`src/rtl/sha_pkg.sv`:
```
// Shared types and constants for the SHA-256 stream hasher.
// No dependencies; imported by sha_ctrl, sha_dp and sha256_hash_stream.
`default_nettype none

package sha_pkg;

  typedef enum logic [2:0] {
    S_IN,
    S_PAD80,
    S_ZERO,
    S_LEN_LO,
    S_COMP,
    S_FIN,
    S_OUT
  } state_t;

  // Source of the word shifted into the block buffer
  typedef enum logic [1:0] {
    SEL_IN,
    SEL_PAD80,
    SEL_ZERO,
    SEL_LEN_LO
  } word_sel_t;

  typedef struct packed {
    logic      push;
    word_sel_t sel;
    logic      round;
    logic      finish;
    logic      out_next;
    logic      rearm;
  } cmd_t;

  typedef struct packed {
    logic fill_full;   // next push completes the block
    logic fill_14;     // next push lands on the length high word
    logic round_last;
    logic out_last;
  } status_t;

  localparam logic [2:0] FULL_BYTES = 3'd4;

  localparam logic [31:0] PAD_WORD = 32'h8000_0000;

  localparam logic [31:0] H_INIT [0:7] = '{
    32'h6a09e667, 32'hbb67ae85, 32'h3c6ef372, 32'ha54ff53a,
    32'h510e527f, 32'h9b05688c, 32'h1f83d9ab, 32'h5be0cd19
  };

  localparam logic [31:0] ROUND_K [0:63] = '{
    32'h428a2f98, 32'h71374491, 32'hb5c0fbcf, 32'he9b5dba5,
    32'h3956c25b, 32'h59f111f1, 32'h923f82a4, 32'hab1c5ed5,
    32'hd807aa98, 32'h12835b01, 32'h243185be, 32'h550c7dc3,
    32'h72be5d74, 32'h80deb1fe, 32'h9bdc06a7, 32'hc19bf174,
    32'he49b69c1, 32'hefbe4786, 32'h0fc19dc6, 32'h240ca1cc,
    32'h2de92c6f, 32'h4a7484aa, 32'h5cb0a9dc, 32'h76f988da,
    32'h983e5152, 32'ha831c66d, 32'hb00327c8, 32'hbf597fc7,
    32'hc6e00bf3, 32'hd5a79147, 32'h06ca6351, 32'h14292967,
    32'h27b70a85, 32'h2e1b2138, 32'h4d2c6dfc, 32'h53380d13,
    32'h650a7354, 32'h766a0abb, 32'h81c2c92e, 32'h92722c85,
    32'ha2bfe8a1, 32'ha81a664b, 32'hc24b8b70, 32'hc76c51a3,
    32'hd192e819, 32'hd6990624, 32'hf40e3585, 32'h106aa070,
    32'h19a4c116, 32'h1e376c08, 32'h2748774c, 32'h34b0bcb5,
    32'h391c0cb3, 32'h4ed8aa4a, 32'h5b9cca4f, 32'h682e6ff3,
    32'h748f82ee, 32'h78a5636f, 32'h84c87814, 32'h8cc70208,
    32'h90befffa, 32'ha4506ceb, 32'hbef9a3f7, 32'hc67178f2
  };

endpackage

`default_nettype wire

```
`src/rtl/sha256_hash_stream.sv`:
```
// Top level of the SHA-256 stream hasher.
// Depends on sha_pkg, sha_ctrl and sha_dp.
`default_nettype none

// SHA-256 (FIPS 180-4) over a word stream. Each input item is one big-endian
// 32-bit word; byte_count gives its valid leading bytes and only matters on
// the item flagged last (a short word before that counts as four bytes, a
// count above four counts as four). An empty message is one last item with
// zero bytes. Words are taken one per cycle until a 16-word block is full;
// the block is then compressed by a single round unit, one round per cycle,
// followed by the chaining add; no item is accepted while a block is
// compressed. After the last item the padding word, zero fill and 64-bit
// bit length are shifted in one word per cycle, pausing while a block is
// compressed (the padding spans one or two blocks), and the digest leaves
// as eight items, H0 first, with last_word set on the eighth. Input is
// held off until the digest is fully taken; the hasher then starts a new
// message from the initial hash values. The bit length wraps modulo 2^64.
module sha256_hash_stream
  import sha_pkg::*;
(
  input  wire logic        clk,
  input  wire logic        rst,
  input  wire logic        in_valid,
  output logic             in_ready,
  input  wire logic [31:0] data_word,
  input  wire logic [2:0]  byte_count,
  input  wire logic        last,
  output logic             out_valid,
  input  wire logic        out_ready,
  output logic [31:0]      digest_word,
  output logic             last_word
);

  cmd_t    cmd;
  status_t status;

  // sequencer: decides what the datapath does each cycle
  sha_ctrl u_ctrl (
    .clk        (clk),
    .rst        (rst),
    .in_valid   (in_valid),
    .in_ready   (in_ready),
    .last       (last),
    .byte_count (byte_count),
    .out_valid  (out_valid),
    .out_ready  (out_ready),
    .status     (status),
    .cmd        (cmd)
  );

  // buffer, round unit, chaining state, length count, digest select
  sha_dp u_dp (
    .clk         (clk),
    .rst         (rst),
    .cmd         (cmd),
    .data_word   (data_word),
    .byte_count  (byte_count),
    .last        (last),
    .status      (status),
    .digest_word (digest_word),
    .last_word   (last_word)
  );

endmodule

`default_nettype wire

```
`src/rtl/sha_ctrl.sv`:
```
// Sequencer for the SHA-256 stream hasher: input, padding, rounds, digest out.
// Depends on sha_pkg.
`default_nettype none

module sha_ctrl
  import sha_pkg::*;
(
  input  wire logic       clk,
  input  wire logic       rst,
  input  wire logic       in_valid,
  output logic            in_ready,
  input  wire logic       last,
  input  wire logic [2:0] byte_count,
  output logic            out_valid,
  input  wire logic       out_ready,
  input  wire status_t    status,
  output cmd_t            cmd
);

  state_t state, state_next;
  state_t ret, ret_next;
  state_t nat;   // state after a push that does not close a block

  always_ff @(posedge clk) begin
    if (rst) begin
      state <= S_IN;
      ret   <= S_IN;
    end else begin
      state <= state_next;
      ret   <= ret_next;
    end
  end

  always_comb begin
    state_next   = state;
    ret_next     = ret;
    nat          = state;
    in_ready     = 1'b0;
    out_valid    = 1'b0;
    cmd.push     = 1'b0;
    cmd.sel      = SEL_IN;
    cmd.round    = 1'b0;
    cmd.finish   = 1'b0;
    cmd.out_next = 1'b0;
    cmd.rearm    = 1'b0;
    unique case (state)
      S_IN: begin
        in_ready = 1'b1;
        if (in_valid) begin
          cmd.push = 1'b1;
          if (!last) nat = S_IN;
          else if (byte_count >= FULL_BYTES) nat = S_PAD80;
          else nat = S_ZERO;
        end
      end
      S_PAD80: begin
        cmd.push = 1'b1;
        cmd.sel  = SEL_PAD80;
        nat      = S_ZERO;
      end
      S_ZERO: begin
        cmd.push = 1'b1;
        cmd.sel  = SEL_ZERO;
        nat      = status.fill_14 ? S_LEN_LO : S_ZERO;
      end
      S_LEN_LO: begin
        cmd.push = 1'b1;
        cmd.sel  = SEL_LEN_LO;
        nat      = S_OUT;
      end
      S_COMP: begin
        cmd.round = 1'b1;
        if (status.round_last) state_next = S_FIN;
      end
      S_FIN: begin
        cmd.finish = 1'b1;
        state_next = ret;
      end
      S_OUT: begin
        out_valid = 1'b1;
        if (out_ready) begin
          cmd.out_next = 1'b1;
          if (status.out_last) begin
            cmd.rearm  = 1'b1;
            state_next = S_IN;
          end
        end
      end
      default: state_next = S_IN;
    endcase
    if (cmd.push) begin
      if (status.fill_full) begin
        state_next = S_COMP;
        ret_next   = nat;
      end else begin
        state_next = nat;
      end
    end
  end

endmodule

`default_nettype wire

```
`src/rtl/sha_dp.sv`:
```
// Datapath for the SHA-256 stream hasher: block buffer / schedule window,
// round logic, chaining state and length count. Depends on sha_pkg.
`default_nettype none

module sha_dp
  import sha_pkg::*;
(
  input  wire logic        clk,
  input  wire logic        rst,
  input  wire cmd_t        cmd,
  input  wire logic [31:0] data_word,
  input  wire logic [2:0]  byte_count,
  input  wire logic        last,
  output status_t          status,
  output logic [31:0]      digest_word,
  output logic             last_word
);

  function automatic logic [31:0] ror(input logic [31:0] x, input int n);
    ror = (x >> n) | (x << (32 - n));
  endfunction

  logic [31:0] hash [0:7];
  logic [31:0] v    [0:7];
  logic [31:0] w    [0:15];   // block buffer, then sliding schedule window
  logic [60:0] msg_bytes;
  logic [3:0]  fill;
  logic [5:0]  rnd;
  logic [2:0]  out_idx;

  logic [31:0] in_word, push_word, new_w;
  logic [2:0]  add_bytes;
  logic [63:0] bit_len;
  logic [31:0] s1e, ch, t1, s0a, maj, t2;

  assign bit_len = {msg_bytes, 3'b000};

  // Input word with padding merged for a short last item
  always_comb begin
    in_word   = data_word;
    add_bytes = FULL_BYTES;
    if (last) begin
      add_bytes = (byte_count >= FULL_BYTES) ? FULL_BYTES : byte_count;
      case (byte_count)
        3'd0:    in_word = PAD_WORD;
        3'd1:    in_word = {data_word[31:24], 24'h80_0000};
        3'd2:    in_word = {data_word[31:16], 16'h8000};
        3'd3:    in_word = {data_word[31:8], 8'h80};
        default: in_word = data_word;
      endcase
    end
  end

  always_comb begin
    unique case (cmd.sel)
      SEL_IN:     push_word = in_word;
      SEL_PAD80:  push_word = PAD_WORD;
      SEL_ZERO:   push_word = (fill == 4'd14) ? bit_len[63:32] : 32'd0;
      SEL_LEN_LO: push_word = bit_len[31:0];
      default:    push_word = 32'd0;
    endcase
  end

  // One compression round
  always_comb begin
    s1e   = ror(v[4], 6) ^ ror(v[4], 11) ^ ror(v[4], 25);
    ch    = (v[4] & v[5]) ^ (~v[4] & v[6]);
    t1    = v[7] + s1e + ch + ROUND_K[rnd] + w[0];
    s0a   = ror(v[0], 2) ^ ror(v[0], 13) ^ ror(v[0], 22);
    maj   = (v[0] & v[1]) ^ (v[0] & v[2]) ^ (v[1] & v[2]);
    t2    = s0a + maj;
    new_w = (ror(w[14], 17) ^ ror(w[14], 19) ^ (w[14] >> 10)) + w[9]
          + (ror(w[1], 7) ^ ror(w[1], 18) ^ (w[1] >> 3)) + w[0];
  end

  always_ff @(posedge clk) begin
    if (cmd.push) begin
      for (int i = 0; i < 15; i++) w[i] <= w[i+1];
      w[15] <= push_word;
      if (fill == 4'd15) begin
        for (int i = 0; i < 8; i++) v[i] <= hash[i];
      end
    end else if (cmd.round) begin
      for (int i = 0; i < 15; i++) w[i] <= w[i+1];
      w[15] <= new_w;
      v[7] <= v[6];
      v[6] <= v[5];
      v[5] <= v[4];
      v[4] <= v[3] + t1;
      v[3] <= v[2];
      v[2] <= v[1];
      v[1] <= v[0];
      v[0] <= t1 + t2;
    end
  end

  always_ff @(posedge clk) begin
    if (cmd.push && fill == 4'd15) rnd <= 6'd0;
    else if (cmd.round) rnd <= rnd + 6'd1;
  end

  always_ff @(posedge clk) begin
    if (rst || cmd.rearm) begin
      for (int i = 0; i < 8; i++) hash[i] <= H_INIT[i];
      msg_bytes <= 61'd0;
      fill      <= 4'd0;
      out_idx   <= 3'd0;
    end else begin
      if (cmd.push) begin
        fill <= fill + 4'd1;
        if (cmd.sel == SEL_IN) msg_bytes <= msg_bytes + {58'd0, add_bytes};
      end
      if (cmd.finish) begin
        for (int i = 0; i < 8; i++) hash[i] <= hash[i] + v[i];
      end
      if (cmd.out_next) out_idx <= out_idx + 3'd1;
    end
  end

  assign status.fill_full  = (fill == 4'd15);
  assign status.fill_14    = (fill == 4'd14);
  assign status.round_last = (rnd == 6'd63);
  assign status.out_last   = (out_idx == 3'd7);

  assign digest_word = hash[out_idx];
  assign last_word   = (out_idx == 3'd7);

endmodule

`default_nettype wire
```
`config.mk`:
```
export PLATFORM = sky130hd
export DESIGN_NAME = sha256_hash_stream
export DESIGN_NICKNAME = d
export VERILOG_FILES = /design/src/rtl/sha_pkg.sv /design/src/rtl/sha256_hash_stream.sv /design/src/rtl/sha_ctrl.sv /design/src/rtl/sha_dp.sv
export SDC_FILE = /design/constraint.sdc
export NUM_CORES = 2
export LEC_CHECK = 0
export BUFFER_PORTS_ARGS = -buffer_cell sky130_fd_sc_hd__buf_4
export CAP_MARGIN = 30
export CORE_MARGIN = 3
export CORE_UTILIZATION = 65
export CTS_BUF_LIST = sky130_fd_sc_hd__clkbuf_4 sky130_fd_sc_hd__clkbuf_8
export CTS_CLUSTER_DIAMETER = 200
export DETAILED_ROUTE_END_ITERATION = 16
export GPL_TIMING_DRIVEN = 0
export MAX_ROUTING_LAYER = met4
export PLACE_DENSITY = 0.83
export SYNTH_ARGS = -nofsm -noshare
export SYNTH_HDL_FRONTEND = slang
export SYNTH_SLANG_ARGS = --single-unit
```
`constraint.sdc`:
```
create_clock -name clk -period 33.4 [get_ports clk]
set_input_delay 3.34 -clock clk [delete_from_list [all_inputs] [get_ports clk]]
set_output_delay 3.34 -clock clk [all_outputs]
set_load 0.02 [all_outputs]
```
# Word-level counts from Yosys, hierarchy flattened
# Memories as Yosys holds them, arrays and structs flattened. A register that Yosys moved wholly into a read port is not among the register bits.
# Cells that the tools add are included.
dict set report word_totals {
  ramBits 1024
  out_inout_bits 35
  wordCells 200
  input_bits 40
  n_memories 4
  ff_bits 80
  rom_bits 2048
}
dict set report op_classes {
  n_reduce_logical 10
  n_addsub 22
  bitwise 60
  n_lt_le_gt_ge 2
  eq_ne 20
  muxes 76
}
# memory depth width rd rd_clocked_by_memory_dff write_ports line
set memory_table {}
lappend memory_table {{(no name shown)} 64 32 1 0 0 sha_dp.sv:68} ;# t1 = v[7] + s1e + ch + ROUND_K[rnd] + w[0];
lappend memory_table {u_dp.w 16 32 16 0 16 sha_dp.sv:25} ;# logic [31:0] w [0:15];
lappend memory_table {u_dp.hash 8 32 9 1 8 sha_dp.sv:23} ;# logic [31:0] hash [0:7];
lappend memory_table {u_dp.v 8 32 8 0 8 sha_dp.sv:24} ;# logic [31:0] v [0:7];
# operator n
set ops {}
lappend ops {{2-to-1 mux 32 bit} 36}
lappend ops {{adder 32 bit} 18}
lappend ops {{XOR 32 bit} 9}
lappend ops {{case mux 32 bit (4 select lines)} 2}
lappend ops {{bitwise AND 32 bit} 5}
lappend ops {{adder 61 x 3 -> 61 bit} 1}
lappend ops {{NOT 32 bit} 1}
lappend ops {{bitwise OR 1 bit} 32}
lappend ops {{bitwise OR 10 x 32 -> 32 bit} 1}
lappend ops {{bitwise OR 13 x 32 -> 32 bit} 1}
lappend ops {{bitwise OR 14 x 32 -> 32 bit} 1}
lappend ops {{bitwise OR 15 x 32 -> 32 bit} 1}
lappend ops {{bitwise OR 19 x 32 -> 32 bit} 1}
lappend ops {{bitwise OR 21 x 32 -> 32 bit} 1}
lappend ops {{bitwise OR 25 x 32 -> 32 bit} 1}
lappend ops {{bitwise OR 26 x 32 -> 32 bit} 1}
lappend ops {{bitwise OR 30 x 32 -> 32 bit} 1}
lappend ops {{bitwise OR 7 x 32 -> 32 bit} 1}
lappend ops {{XOR 32 x 22 -> 32 bit} 1}
lappend ops {{XOR 32 x 29 -> 32 bit} 1}
lappend ops {{2-to-1 mux 3 bit} 10}
lappend ops {{case mux 3 bit (4 select lines)} 2}
lappend ops {{2-to-1 mux 1 bit} 20}
lappend ops {{== test 3 x 2 -> 1 bit, second input constant} 4}
lappend ops {{25 further kinds} 38}

# Logic depth before layout (Yosys ltp)
# An unclocked memory read counts as a cell.
dict set report logic_depth {
  depth_word 10
  mapped_depth 42
  mapped_depth_nobuf 40
}

# Modules after synthesis
# From an unflattened synthesis, not the netlist that was laid out.
dict set report hier_totals {
  hier_cells 6487
  hier_area_um2 69315.2
}
# mod area_each_um2 cells_each instances seq_area_each_um2
set modules_own_cells {}
lappend modules_own_cells {sha_dp 68833.5 6428 1 32291.0}
lappend modules_own_cells {sha_ctrl 481.7 59 1 120.1}

# Least setup slack after synthesis
# Ideal clock, no wire load.
dict set report synth_timing {
  path_type {input-to-reg}
  from {input in_valid}
  to {memory u_dp.w[0][0] (enable)}
  t_arrival_ns 12.599
  setup_slack_ns 17.169
  setup_ns 3.632
  n_path_buf 2
  required_ns 29.768
  path_stages 5
  path_cell_list {nor4b_4 > nor2_1 > clkbuf_1 > buf_1 > nand2_1}
}
# element line
set synth_rtl {}
lappend synth_rtl {{start: declaration} sha256_hash_stream.sv:23} ;# input wire logic in_valid,
lappend synth_rtl {{end: declaration} sha_dp.sv:25}

==> flow_summary.json <==
{
  "setup_tns_ns": 0,
  "dp_slack_ns": 21.79,
  "synth_cell_type_count": 92,
  "synth.area.top_cells": "edfxtp_1 (45%), ha_1 (7.3%), fa_1 (5.7%)",
  "post_cts_resized": 0,
  "first_pass_iters": 9,
  "cts-root-buf": "clkbuf_8",
  "cp-end-kind": "flop",
  "drt_wl_total_mm": 241,
  "ys_ff_latch": 1107,
  "synth_edf_count": 1024,
  "cts_hold_buf": 0,
  "avgViaCountPerCell": 6.71,
  "area.growth.synth_to_final_pct": 10.1,
  "antenna_found_initial": 15,
  "drt_iter0_drc": 8036,
  "cts_setup_buffers": 0,
  "max_freq_mhz": 82.3,
  "drv_slew": 0,
  "clock_path_buffers": 3,
  "syn_inst": 6316,
  "netlist_area_mm2": 0.0685,
  "status": "finished clean",
  "yosysTopAreaCellShare": 0.449,
  "core-area_mm2": 0.104,
  "hold_violations": 0,
  "crit_slowest_cell": "o31ai_1",
  "yosys_most_used_dff": "edfxtp_1",
  "critPathKind": "reg -> reg",
  "min_period_ns": 12.14,
  "cts_made_buffers": 181,
  "place.gp.congestion": 1.06,
  "num_rows": 118,
  "yosysWarnings": 0,
  "worstMarginPinSlew_ns": 1.15,
  "rsz0062_at_grt": "false",
  "syn_nets": 6950,
  "maxCapViolCount": 0,
  "timing.critical_path.buf_inv": 5,
  "cp.arrival_ns": 12.81,
  "drc_errors": 0,
  "clkLatencyLatePin_ns": 0.93,
  "grt_util_all_layers": 0.451,
  "finalWorstSetupSlack_ns": 21.26,
  "wl_per_cell_um": 29.6,
  "critPathMaxStageDelay_ns": 0.77,
  "layout-drive-gt1-share": 0.0860,
  "die_x_um": 331,
  "ant_nets": 0,
  "finalCritPeriodShare": 0.364,
  "grt_pass1_wl_mm": 344,
  "fin_hold_ws_ns": 0.400,
  "avgSynthCellArea_um2": 10.9,
  "grt-ovfl-total": 0,
  "grt_max_degree": 80,
  "num_vias": 54800,
  "slew_headroom": 0.234,
  "portBuffers": 74,
  "cts_tree": "done",
  "layout.nets": 7256,
  "synth_top_cell_by_area": "edfxtp_1",
  "worstHoldPathType": "reg -> reg",
  "synth.most_common_cell": "edfxtp_1",
  "fin_worst_skew_ns": 0.0750,
  "crit_required_ns": 34.06,
  "cts.sinks": 1107,
  "finalSetupViolCount": 0,
  "path_max_fanout": 13,
  "dpl.hpwl_mm": 184,
  "clk_transition_reported_paths_ns": 0.07,
  "grt_pass1_vias": 53100,
  "startpoint_type": "flop",
  "start_util": 0.659,
  "crit_top_cell": "fa_1",
  "die-area_mm2": 0.109,
  "io_pins": 75,
  "die_h_um": 331,
  "ys_seq_area_frac": 0.473,
  "synth_common_cells": "edfxtp_1 (1024), nand2_1 (986), ha_1 (398)",
  "cp_top_family": "compound AO/OA/AOI/OAI gates",
  "synthArstFlopShare": 0,
  "h-tree-depth": 4
}
==> logic make-up (layout without fill, tap and decap cells) <==
logic type                 after synthesis  in the layout  share of synthesized area
other                                    0             13                          0
AOI/OAI and AO/OA                     1368           1368                      0.127
buffers and inverters                  569           1021                     0.0314
xor gates and xnor gates               618            618                     0.0790
adders and majority gates              618            618                      0.133
and+or+nand+nor                       1883           1883                      0.120
DFF                                   1107           1107                      0.473
muxes                                  153            153                     0.0366
==> path summary, 6_finish.rpt <==
| path | startpoint | end | depth (start not counted) | slack, ns |
|---|---|---|---|---|
| worst max-delay path | u_dp.rnd[0] | u_dp.v[0][31] | 33 | 21.26 |
| worst min-delay path | u_dp.w[1][56] | u_dp.w[1][24] | 0 | 0.40 |
| worst max register to register | u_dp.rnd[0] | u_dp.v[0][31] | 33 | 21.26 |
| worst min register to register | u_dp.w[1][56] | u_dp.w[1][24] | 0 | 0.40 |
==> registers in the layout, summed over array words and instances, names as in the netlist, named ones only <==
name            count
u_dp.rnd            6
u_dp.fill           4
u_ctrl.ret          3
u_dp.hash         256
u_dp.w            512
u_dp.v            256
u_dp.msg_bytes     61
u_dp.out_idx        3
u_ctrl.state        3
==> routing by layer <==
metal  GRT usage  routed length, um  up-vias
met5           -                  0        -
met1       0.550              83900    26300
met3       0.133              33800      931
met4       0.290              19100        0
met2       0.658             105000     4147
li1            -                  -    23400
==> final cells by class <==
type                    instances  area [um^2]
flip-flops and latches       1107        32400
plain buffers                 269         1030
fillers                      7170        28600
inverters                     300         1130
diodes                         13         32.5
repair buffers                123         1420
well taps                    1380         1730
clock inverters                81          683
multi-input cells            4640        34000
clock buffers                 248         3020
==> layout by cell type (no fill, tap or decap), drive strengths merged, types with 59 or more instances in the layout <==
| cell type | Yosys | routed |
|---|---|---|
| edfxtp | 1024 | 1024 |
| nand2 | 987 | 987 |
| clkbuf | 221 | 469 |
| ha | 398 | 398 |
| nor2 | 394 | 394 |
| xnor2 | 390 | 390 |
| a21oi | 381 | 381 |
| o21ai | 345 | 345 |
| inv | 298 | 307 |
| xor2 | 228 | 228 |
| fa | 196 | 196 |
| buf | 48 | 171 |
| a21o | 167 | 167 |
| nand3 | 94 | 94 |
| dfxtp | 83 | 83 |
| nor3 | 82 | 82 |
| mux4 | 74 | 74 |
| clkinv | 2 | 70 |
| o21a | 67 | 67 |
| nand2b | 66 | 66 |
| a211oi | 59 | 59 |
==> per-stage QoR <==
stage	std cells	cell area (um^2)	utilization
finish	8161	75500	0.725
global route	8158	75400	0.725
CTS	8144	75300	0.724
detailed placement	7815	71600	0.688
global placement	7770	70800	0.680
floorplan	6316	68500	-
Power is not shown: default switching activity piles up to over one toggle a cycle in this logic, so the estimate is an artifact.
